File: config.mk
export PLATFORM = sky130hd
export DESIGN_NAME = pfu_lane
export DESIGN_NICKNAME = d
export VERILOG_FILES = /design/src/rtl/assert_macros.svh /design/src/rtl/pfu_pkg.sv /design/src/rtl/pfu_lane.sv
export SDC_FILE = /design/constraint.sdc
export NUM_CORES = 2
export LEC_CHECK = 0
export BUFFER_PORTS_ARGS = -buffer_cell sky130_fd_sc_hd__buf_4
export CORE_MARGIN = 3
export CORE_UTILIZATION = 30
export DETAILED_ROUTE_END_ITERATION = 7
export GPL_ROUTABILITY_DRIVEN = 0
export SYNTH_ARGS = -nofsm -noshare
export SYNTH_HDL_FRONTEND = slang
export SYNTH_SLANG_ARGS = --single-unit
File: constraint.sdc
create_clock -name i_clk -period 11.4 [get_ports i_clk]
set_input_delay 2.28 -clock i_clk [delete_from_list [all_inputs] [get_ports i_clk]]
set_output_delay 2.28 -clock i_clk [all_outputs]
set_load 0.01 [all_outputs]
File: src/rtl/assert_macros.svh
// ----------------------------------------------------------------------------
// Assertion macros shared by the RTL files.
// ----------------------------------------------------------------------------
`ifndef ASSERT_MACROS_SVH
`define ASSERT_MACROS_SVH

// Same-cycle implication, disabled while the disable expression is true.
`define PFU_ASSERT_IMP(label, clk, dis, ante, cons) \
    label: assert property (@(posedge clk) disable iff (dis) (ante) |-> (cons)) \
        else $error("assertion failed");

// Next-cycle implication, disabled while the disable expression is true.
`define PFU_ASSERT_NXT(label, clk, dis, ante, cons) \
    label: assert property (@(posedge clk) disable iff (dis) (ante) |=> (cons)) \
        else $error("assertion failed");

`endif

File: src/rtl/pfu_pkg.sv
// ----------------------------------------------------------------------------
// pfu_pkg
// Types, constants and helper functions of the pixel unpack block.
// ----------------------------------------------------------------------------
`default_nettype none

package pfu_pkg;

    localparam int NUM_LANES  = 4;
    localparam int NUM_STAGES = 8;

    localparam logic [31:0] F32_ZERO = 32'h0000_0000;
    localparam logic [31:0] F32_ONE  = 32'h3F80_0000;

    // Normalizing divisors: the largest value of each 8-bit and 16-bit type.
    localparam logic [15:0] DIV_U8  = 16'd255;
    localparam logic [15:0] DIV_S8  = 16'd127;
    localparam logic [15:0] DIV_U16 = 16'd65535;
    localparam logic [15:0] DIV_S16 = 16'd32767;

    // Reciprocals rounded up, scaled by 2^42.
    localparam logic [35:0] RECIP_U8  = 36'(((64'd1 << 42) + 64'd254) / 64'd255);
    localparam logic [35:0] RECIP_S8  = 36'(((64'd1 << 42) + 64'd126) / 64'd127);
    localparam logic [35:0] RECIP_U16 = 36'(((64'd1 << 42) + 64'd65534) / 64'd65535);
    localparam logic [35:0] RECIP_S16 = 36'(((64'd1 << 42) + 64'd32766) / 64'd32767);

    // Configuration register indexes.
    typedef enum logic [1:0] {
        CFG_TYPE  = 2'd0,
        CFG_COUNT = 2'd1,
        CFG_NORM  = 2'd2,
        CFG_NONE  = 2'd3
    } t_cfg_index;

    typedef enum logic [2:0] {
        CT_U8   = 3'd0,
        CT_S8   = 3'd1,
        CT_U16  = 3'd2,
        CT_S16  = 3'd3,
        CT_U32  = 3'd4,
        CT_S32  = 3'd5,
        CT_HALF = 3'd6,
        CT_F32  = 3'd7
    } t_comp_type;

    // How a lane builds its result.
    typedef enum logic [1:0] {
        KIND_DIRECT = 2'd0,
        KIND_INT    = 2'd1,
        KIND_NORM   = 2'd2,
        KIND_RSVD   = 2'd3
    } t_kind;

    // Normalizing divisor select.
    typedef enum logic [1:0] {
        DEN_U8  = 2'd0,
        DEN_S8  = 2'd1,
        DEN_U16 = 2'd2,
        DEN_S16 = 2'd3
    } t_den;

    typedef struct packed {
        logic [63:0] pixel_high;
        logic [63:0] pixel_low;
    } t_pixel;

    typedef struct packed {
        logic [31:0] red;
        logic [31:0] green;
        logic [31:0] blue;
        logic [31:0] alpha;
        logic        status;
    } t_color;

    typedef struct packed {
        t_comp_type  ctype;
        logic        norm;
        logic        present;
        logic [31:0] dflt;
        logic [31:0] raw;
    } t_lane_in;

    function automatic logic [35:0] recip_of(input t_den d);
        logic [35:0] r;
        unique case (d)
            DEN_U8:  r = RECIP_U8;
            DEN_S8:  r = RECIP_S8;
            DEN_U16: r = RECIP_U16;
            DEN_S16: r = RECIP_S16;
            default: r = RECIP_U8;
        endcase
        return r;
    endfunction

    function automatic logic [15:0] den_of(input t_den d);
        logic [15:0] r;
        unique case (d)
            DEN_U8:  r = DIV_U8;
            DEN_S8:  r = DIV_S8;
            DEN_U16: r = DIV_U16;
            DEN_S16: r = DIV_S16;
            default: r = DIV_U8;
        endcase
        return r;
    endfunction

    // Position of the highest set bit of a 16-bit word (0 when zero).
    function automatic logic [3:0] msb16(input logic [15:0] v);
        logic [3:0] p;
        p = 4'd0;
        for (int i = 0; i < 16; i++) begin
            if (v[i]) p = 4'(i);
        end
        return p;
    endfunction

    // Position of the highest set bit of a 36-bit word (0 when zero).
    function automatic logic [5:0] msb36(input logic [35:0] v);
        logic [5:0] p;
        p = 6'd0;
        for (int i = 0; i < 36; i++) begin
            if (v[i]) p = 6'(i);
        end
        return p;
    endfunction

    // Exact widening of a half-precision pattern.
    function automatic logic [31:0] half_to_f32(input logic [15:0] h);
        logic [31:0] r;
        logic [4:0]  ex;
        logic [9:0]  m;
        logic [3:0]  q;
        logic [9:0]  ms;
        ex = h[14:10];
        m  = h[9:0];
        q  = 4'd0;
        for (int i = 0; i < 10; i++) begin
            if (m[i]) q = 4'(i);
        end
        ms = 10'(m << (4'd10 - q));
        if (ex == 5'd0) begin
            if (m == 10'd0) begin
                r = {h[15], 31'd0};
            end else begin
                r = {h[15], 8'(8'd103 + 8'(q)), ms, 13'd0};
            end
        end else if (ex == 5'd31) begin
            r = {h[15], 8'hFF, m, 13'd0};
        end else begin
            r = {h[15], 8'(8'(ex) + 8'd112), m, 13'd0};
        end
        return r;
    endfunction

endpackage

`default_nettype wire

File: src/rtl/pfu_lane.sv
// ----------------------------------------------------------------------------
// pfu_lane
// Eight-stage conversion pipeline of one colour component to float32.
// ----------------------------------------------------------------------------
`default_nettype none

module pfu_lane (
    input  wire logic                              i_clk,
    input  wire logic [pfu_pkg::NUM_STAGES-1:0]    i_en,
    input  wire pfu_pkg::t_lane_in                 i_lane,
    output logic [31:0]                            o_value
);
    import pfu_pkg::*;

    localparam int LAST = NUM_STAGES - 1;

    // Control carried along every stage.
    t_kind       r_kind [0:LAST-1];
    logic        r_neg  [0:LAST-1];
    logic [31:0] r_dir  [0:LAST-1];

    // Stage 0: decode of the raw component.
    t_kind       n_kind;
    logic        n_neg;
    logic [31:0] n_dir;
    logic [32:0] n_mag;
    t_den        n_den;
    logic [32:0] r_mag0;
    t_den        r_den0;

    always_comb begin
        n_neg = 1'b0;
        n_mag = 33'd0;
        n_den = DEN_U8;
        n_dir = i_lane.dflt;
        unique case (i_lane.ctype)
            CT_U8: begin
                n_mag = 33'(i_lane.raw[7:0]);
            end
            CT_S8: begin
                n_neg = i_lane.raw[7];
                n_mag = n_neg ? 33'(9'h100 - 9'(i_lane.raw[7:0])) : 33'(i_lane.raw[6:0]);
                n_den = DEN_S8;
            end
            CT_U16: begin
                n_mag = 33'(i_lane.raw[15:0]);
                n_den = DEN_U16;
            end
            CT_S16: begin
                n_neg = i_lane.raw[15];
                n_mag = n_neg ? 33'(17'h10000 - 17'(i_lane.raw[15:0]))
                              : 33'(i_lane.raw[14:0]);
                n_den = DEN_S16;
            end
            CT_U32: begin
                n_mag = 33'(i_lane.raw);
            end
            CT_S32: begin
                n_neg = i_lane.raw[31];
                n_mag = n_neg ? (33'h1_0000_0000 - 33'(i_lane.raw)) : 33'(i_lane.raw);
            end
            CT_HALF: begin
                if (i_lane.present) n_dir = half_to_f32(i_lane.raw[15:0]);
            end
            CT_F32: begin
                if (i_lane.present) n_dir = i_lane.raw;
            end
            default: begin
                n_dir = i_lane.dflt;
            end
        endcase
        if (!i_lane.present || i_lane.ctype == CT_HALF || i_lane.ctype == CT_F32) begin
            n_kind = KIND_DIRECT;
        end else if (i_lane.norm) begin
            n_kind = KIND_NORM;
        end else begin
            n_kind = KIND_INT;
        end
    end

    always_ff @(posedge i_clk) begin
        if (i_en[0]) begin
            r_kind[0] <= n_kind;
            r_neg[0]  <= n_neg;
            r_dir[0]  <= n_dir;
            r_mag0    <= n_mag;
            r_den0    <= n_den;
        end
        for (int k = 1; k < LAST; k++) begin
            if (i_en[k]) begin
                r_kind[k] <= r_kind[k-1];
                r_neg[k]  <= r_neg[k-1];
                r_dir[k]  <= r_dir[k-1];
            end
        end
    end

    // Stage 1: bring the 16-bit magnitude to a leading one at bit 15.
    logic [3:0]  n_msb1;
    logic [15:0] r_m1;
    logic [3:0]  r_s1;
    logic [32:0] r_mag1;
    t_den        r_den1;

    assign n_msb1 = msb16(r_mag0[15:0]);

    always_ff @(posedge i_clk) begin
        if (i_en[1]) begin
            r_s1   <= 4'd15 - n_msb1;
            r_m1   <= 16'(r_mag0[15:0] << (4'd15 - n_msb1));
            r_mag1 <= r_mag0;
            r_den1 <= r_den0;
        end
    end

    // Stage 2: multiply by the scaled reciprocal.
    logic [51:0] r_p2;
    logic [15:0] r_m2;
    logic [3:0]  r_s2;
    logic [32:0] r_mag2;
    t_den        r_den2;

    always_ff @(posedge i_clk) begin
        if (i_en[2]) begin
            r_p2   <= 52'(r_m1) * 52'(recip_of(r_den1));
            r_m2   <= r_m1;
            r_s2   <= r_s1;
            r_mag2 <= r_mag1;
            r_den2 <= r_den1;
        end
    end

    // Stage 3: quotient estimate times divisor, for the remainder check.
    logic [35:0] n_q3;
    logic [35:0] r_q3;
    logic [51:0] r_t3;
    logic [15:0] r_m3;
    logic [3:0]  r_s3;
    logic [32:0] r_mag3;
    t_den        r_den3;

    assign n_q3 = r_p2[51:16];

    always_ff @(posedge i_clk) begin
        if (i_en[3]) begin
            r_q3   <= n_q3;
            r_t3   <= 52'(n_q3) * 52'(den_of(r_den2));
            r_m3   <= r_m2;
            r_s3   <= r_s2;
            r_mag3 <= r_mag2;
            r_den3 <= r_den2;
        end
    end

    // Stage 4: correct the estimate by one and pick the significand to round.
    logic [52:0] n_diff4;
    logic [52:0] n_sum4;
    logic        n_low4;
    logic [35:0] r_x4;
    logic signed [6:0] r_e4;
    logic        r_st4;

    assign n_diff4 = 53'({r_m3, 26'd0}) - 53'(r_t3);
    assign n_sum4  = n_diff4 + 53'(den_of(r_den3));
    assign n_low4  = n_diff4[52];

    always_ff @(posedge i_clk) begin
        if (i_en[4]) begin
            if (r_kind[3] == KIND_NORM) begin
                r_x4  <= n_low4 ? (r_q3 - 36'd1) : r_q3;
                r_st4 <= n_low4 ? (n_sum4 != 53'd0) : (n_diff4 != 53'd0);
                r_e4  <= 7'sd0 - 7'sd26 - signed'(7'(r_s3));
            end else begin
                r_x4  <= 36'(r_mag3);
                r_st4 <= 1'b0;
                r_e4  <= 7'sd0;
            end
        end
    end

    // Stage 5: find the leading one.
    logic [5:0]  r_p5;
    logic        r_z5;
    logic [35:0] r_x5;
    logic signed [6:0] r_e5;
    logic        r_st5;

    always_ff @(posedge i_clk) begin
        if (i_en[5]) begin
            r_p5  <= msb36(r_x4);
            r_z5  <= (r_x4 == 36'd0);
            r_x5  <= r_x4;
            r_e5  <= r_e4;
            r_st5 <= r_st4;
        end
    end

    // Stage 6: shift the leading one to bit 35 and form the biased exponent.
    logic [8:0]  n_exp6;
    logic [35:0] r_y6;
    logic [7:0]  r_exp6;
    logic        r_z6;
    logic        r_st6;

    assign n_exp6 = 9'(r_p5) + 9'(signed'(r_e5)) + 9'd127;

    always_ff @(posedge i_clk) begin
        if (i_en[6]) begin
            r_y6   <= 36'(r_x5 << (6'd35 - r_p5));
            r_exp6 <= n_exp6[7:0];
            r_z6   <= r_z5;
            r_st6  <= r_st5;
        end
    end

    // Stage 7: round to nearest even and select the lane result.
    logic        n_up7;
    logic [30:0] n_mag7;
    logic [31:0] r_out7;

    assign n_up7  = r_y6[11] & ((|r_y6[10:0]) | r_st6 | r_y6[12]);
    assign n_mag7 = {r_exp6, r_y6[34:12]} + 31'(n_up7);

    always_ff @(posedge i_clk) begin
        if (i_en[LAST]) begin
            if (r_kind[LAST-1] == KIND_DIRECT) begin
                r_out7 <= r_dir[LAST-1];
            end else if (r_z6) begin
                r_out7 <= F32_ZERO;
            end else begin
                r_out7 <= {r_neg[LAST-1], n_mag7};
            end
        end
    end

    assign o_value = r_out7;

endmodule

`default_nettype wire

==> impl_metrics.ini <==
[status]
status = finished, final reports clean

[global_route]
gr-total-overflow = 0
grt_max_degree = 81
grt_pass1_wl_um = 203000
grt.total_usage_pct = 13.9
met3_usage_pct = 1.45
grt_pass1_vias = 35347
grt-busiest-layer = met2
antenna_found_initial = 3
use_met2_pct = 23.5
use_met1_pct = 18.7

[clocking]
cts.sinks = 739
path_clk_slew_ps = 60
root_buffer = clkbuf_16
postCtsResizedCells = 0
worstSkewPairLatency_ps = 670
cts_hold_buf = 0
cts_buffers = 76
cts_tree = yes
cts_setup_buffers = 0
clockBufferDepth = 3
cts_max_level = 3

[route]
drt_first_pass_iters = 8
wl_per_cell_um = 18.0
drtIter0Drc = 2484
route.detailed.drc = 0
ant_nets = 0
vias = 34433
drt_wl_total_um = 129000
via_per_inst = 4.80

[floorplanning]
core_area_um2 = 180000
dieHeight_um = 432
start_util_pct = 30.4
die_area_um2 = 187000
dieWidth_um = 432
num_io_pins = 110
fp-row-count = 155

[sta]
final.period_utilization_pct = 75.4
rsz0062_at_grt = no
whs_ps = 381
drv_slew = 0
hold_viol_final = 0
fmax_ghz = 0.116
clock_skew_ps = 50.0
fin_tns_setup_ps = 0
setup_viol = 0
maxSlewHeadroom_pct = 20.1
tightest_slew_ps = 1200
period_minus_slack_ps = 8600

[cells_and_area]
final_net_count = 5829
layoutNonFillerInstCount = 7175
fin_area_um2 = 60600
regArea_um2 = 22200
layout-drive-gt1-share_pct = 6.58
area_growth_pct = 11.3
multi_input_comb_area_um2 = 29000
num-fill-cells = 17719

[critical_path]
cp_num_buf_inv = 7
crit_start = r_den2[1]
cp_common_cell = fa_1
start_kind = flop
crit_path_end = r_t3[50]
rrSetupSlack_ps = 2800
crit_path_end_kind = flop
r2r_end = r_t3[50]
cp_max_fo = 39
ff2ff_path_depth = 27
crit_slowest_cell = a2111oi_0
reg2reg_from = r_den2[1]
cpPeakStageDelay_ps = 560
critical_path_depth = 27
crit_family = adder cells
cp.required_ps = 11770
cp.arrival_ps = 8970
criticalPathCategory = reg2reg

[placement]
numPlacedInstances = 7035
dpl_cell_area_um2 = 58000
dp_hpwl_um = 102000
io_buffers = 109

[hold_path]
hp-class = reg2reg
worstHoldStart = r_dir[2][1]

[synthesis]
synth_seq_cells = 739
syn_avg_cell_area_um2 = 11.7
synth_area_leaders = edfxtp_1 41%, fa_1 21%, ha_1 9.8%
yosys.area.top_type = edfxtp_1
async_flop_share_pct = 0
synth_top_cell_area_share_pct = 40.7
syn_nets = 5735
ys_warn_count = 0
synth_edf_count = 739
synthesis.instances = 4664
syn_area_um2 = 54500
synth_common_cells = 745 x inv_1, 739 x edfxtp_1, 568 x fa_1, 425 x ha_1, 345 x nand2_1
synthFlopType = edfxtp_1
yosys.cell_count.top_type = inv_1
synthDistinctLibCells = 80
ys_seq_area_share_pct = 40.7

[job]
maxCapViolations = 0
[logic make-up (layout without fill, tap and decap cells)]
logic type,after synthesis,in the layout,share of synthesized area (%)
fa+ha+maj,993,993,30.6
simple gates,1124,1124,10.0
other cells,1,3,0.00688
xor+xnor,198,198,3.18
buf+inv,872,1026,6.03
mux,82,82,1.95
compound gates,655,655,7.47
flops,739,739,40.7
[placed cells by master, fill, tap and decap left out, types with 15 or more instances in the layout]
master and count:
mux2_2 15, o21ai_0 179, clkinv_2 18, clkbuf_16 76, o21a_1 15, xor2_1 84, o21bai_1 25, nand2b_1 41
nand4_1 24, and2_1 91, buf_4 138, edfxtp_1 739, or3_1 22, or2_2 15, or4_1 18, nand2_1 345
o31ai_1 18, and3_1 34, ha_1 425, inv_1 745, mux2i_1 49, a21o_1 49, nor2_1 268, xnor2_1 114
mux4_2 18, a211oi_1 29, a31oi_1 35, a21oi_1 181, a221oi_1 15, nor4_1 36, nor3_1 59, fa_1 568
nor2b_1 62, nand3_1 63
[per-stage QoR]
stage          setup WS [ps]  util, %
2_1_floorplan           3910        -
3_3_place_gp            2920     32.3
3_5_place_dp            2930     32.3
4_1_cts                 2890     33.8
5_1_grt                 2310     33.8
6_report                2800     33.8
[registers in the layout (all words and copies together), names as in the netlist, 4 cells and up]
signal and flops:
r_s3 4, r_p2 36, r_mag0 33, r_s1 4, r_mag3 33, o_value 32
r_mag1 33, r_neg 7, r_t3 51, r_dir 224, r_e5 7, r_exp6 8
r_e4 7, r_mag2 33, r_m1 16, r_q3 36, r_kind 14, r_s2 4
r_m2 16, r_p5 6, r_x5 35, r_x4 36, r_y6 35, r_m3 16
[worst min path at each step]
stage | to | slack, ps | depth (start not counted)
floorplan | r_den1[0] | 400 | 0
CTS | r_dir[3][1] | 380 | 0
detailed placement | r_dir[1][0] | 400 | 0
finish | r_dir[3][1] | 380 | 0
global route | r_dir[4][27] | 380 | 0
global placement | r_kind[5][1] | 400 | 0
[layout make-up]
cell class	instances	area share, %
Tap cell	2355	4.86
Inverter	749	4.64
Timing Repair Buffer	139	1.73
Multi-Input combinational cell	3053	47.9
Clock inverter	49	1.08
Sequential cell	739	36.6
Antenna cell	2	0.00825
Clock buffer	89	3.22
[metal layers]
metal	wire (µm)	share of wire, %	vias up
li1	-	-	16075
met1	56800	44	17306
met2	63100	49	826
met3	5210	4.0	226
met4	3950	3.1	0
met5	0	0	-
Power is left out: the tool's default activity adds up to more than one toggle a clock period on the data nets, which glitch-free logic cannot reach.
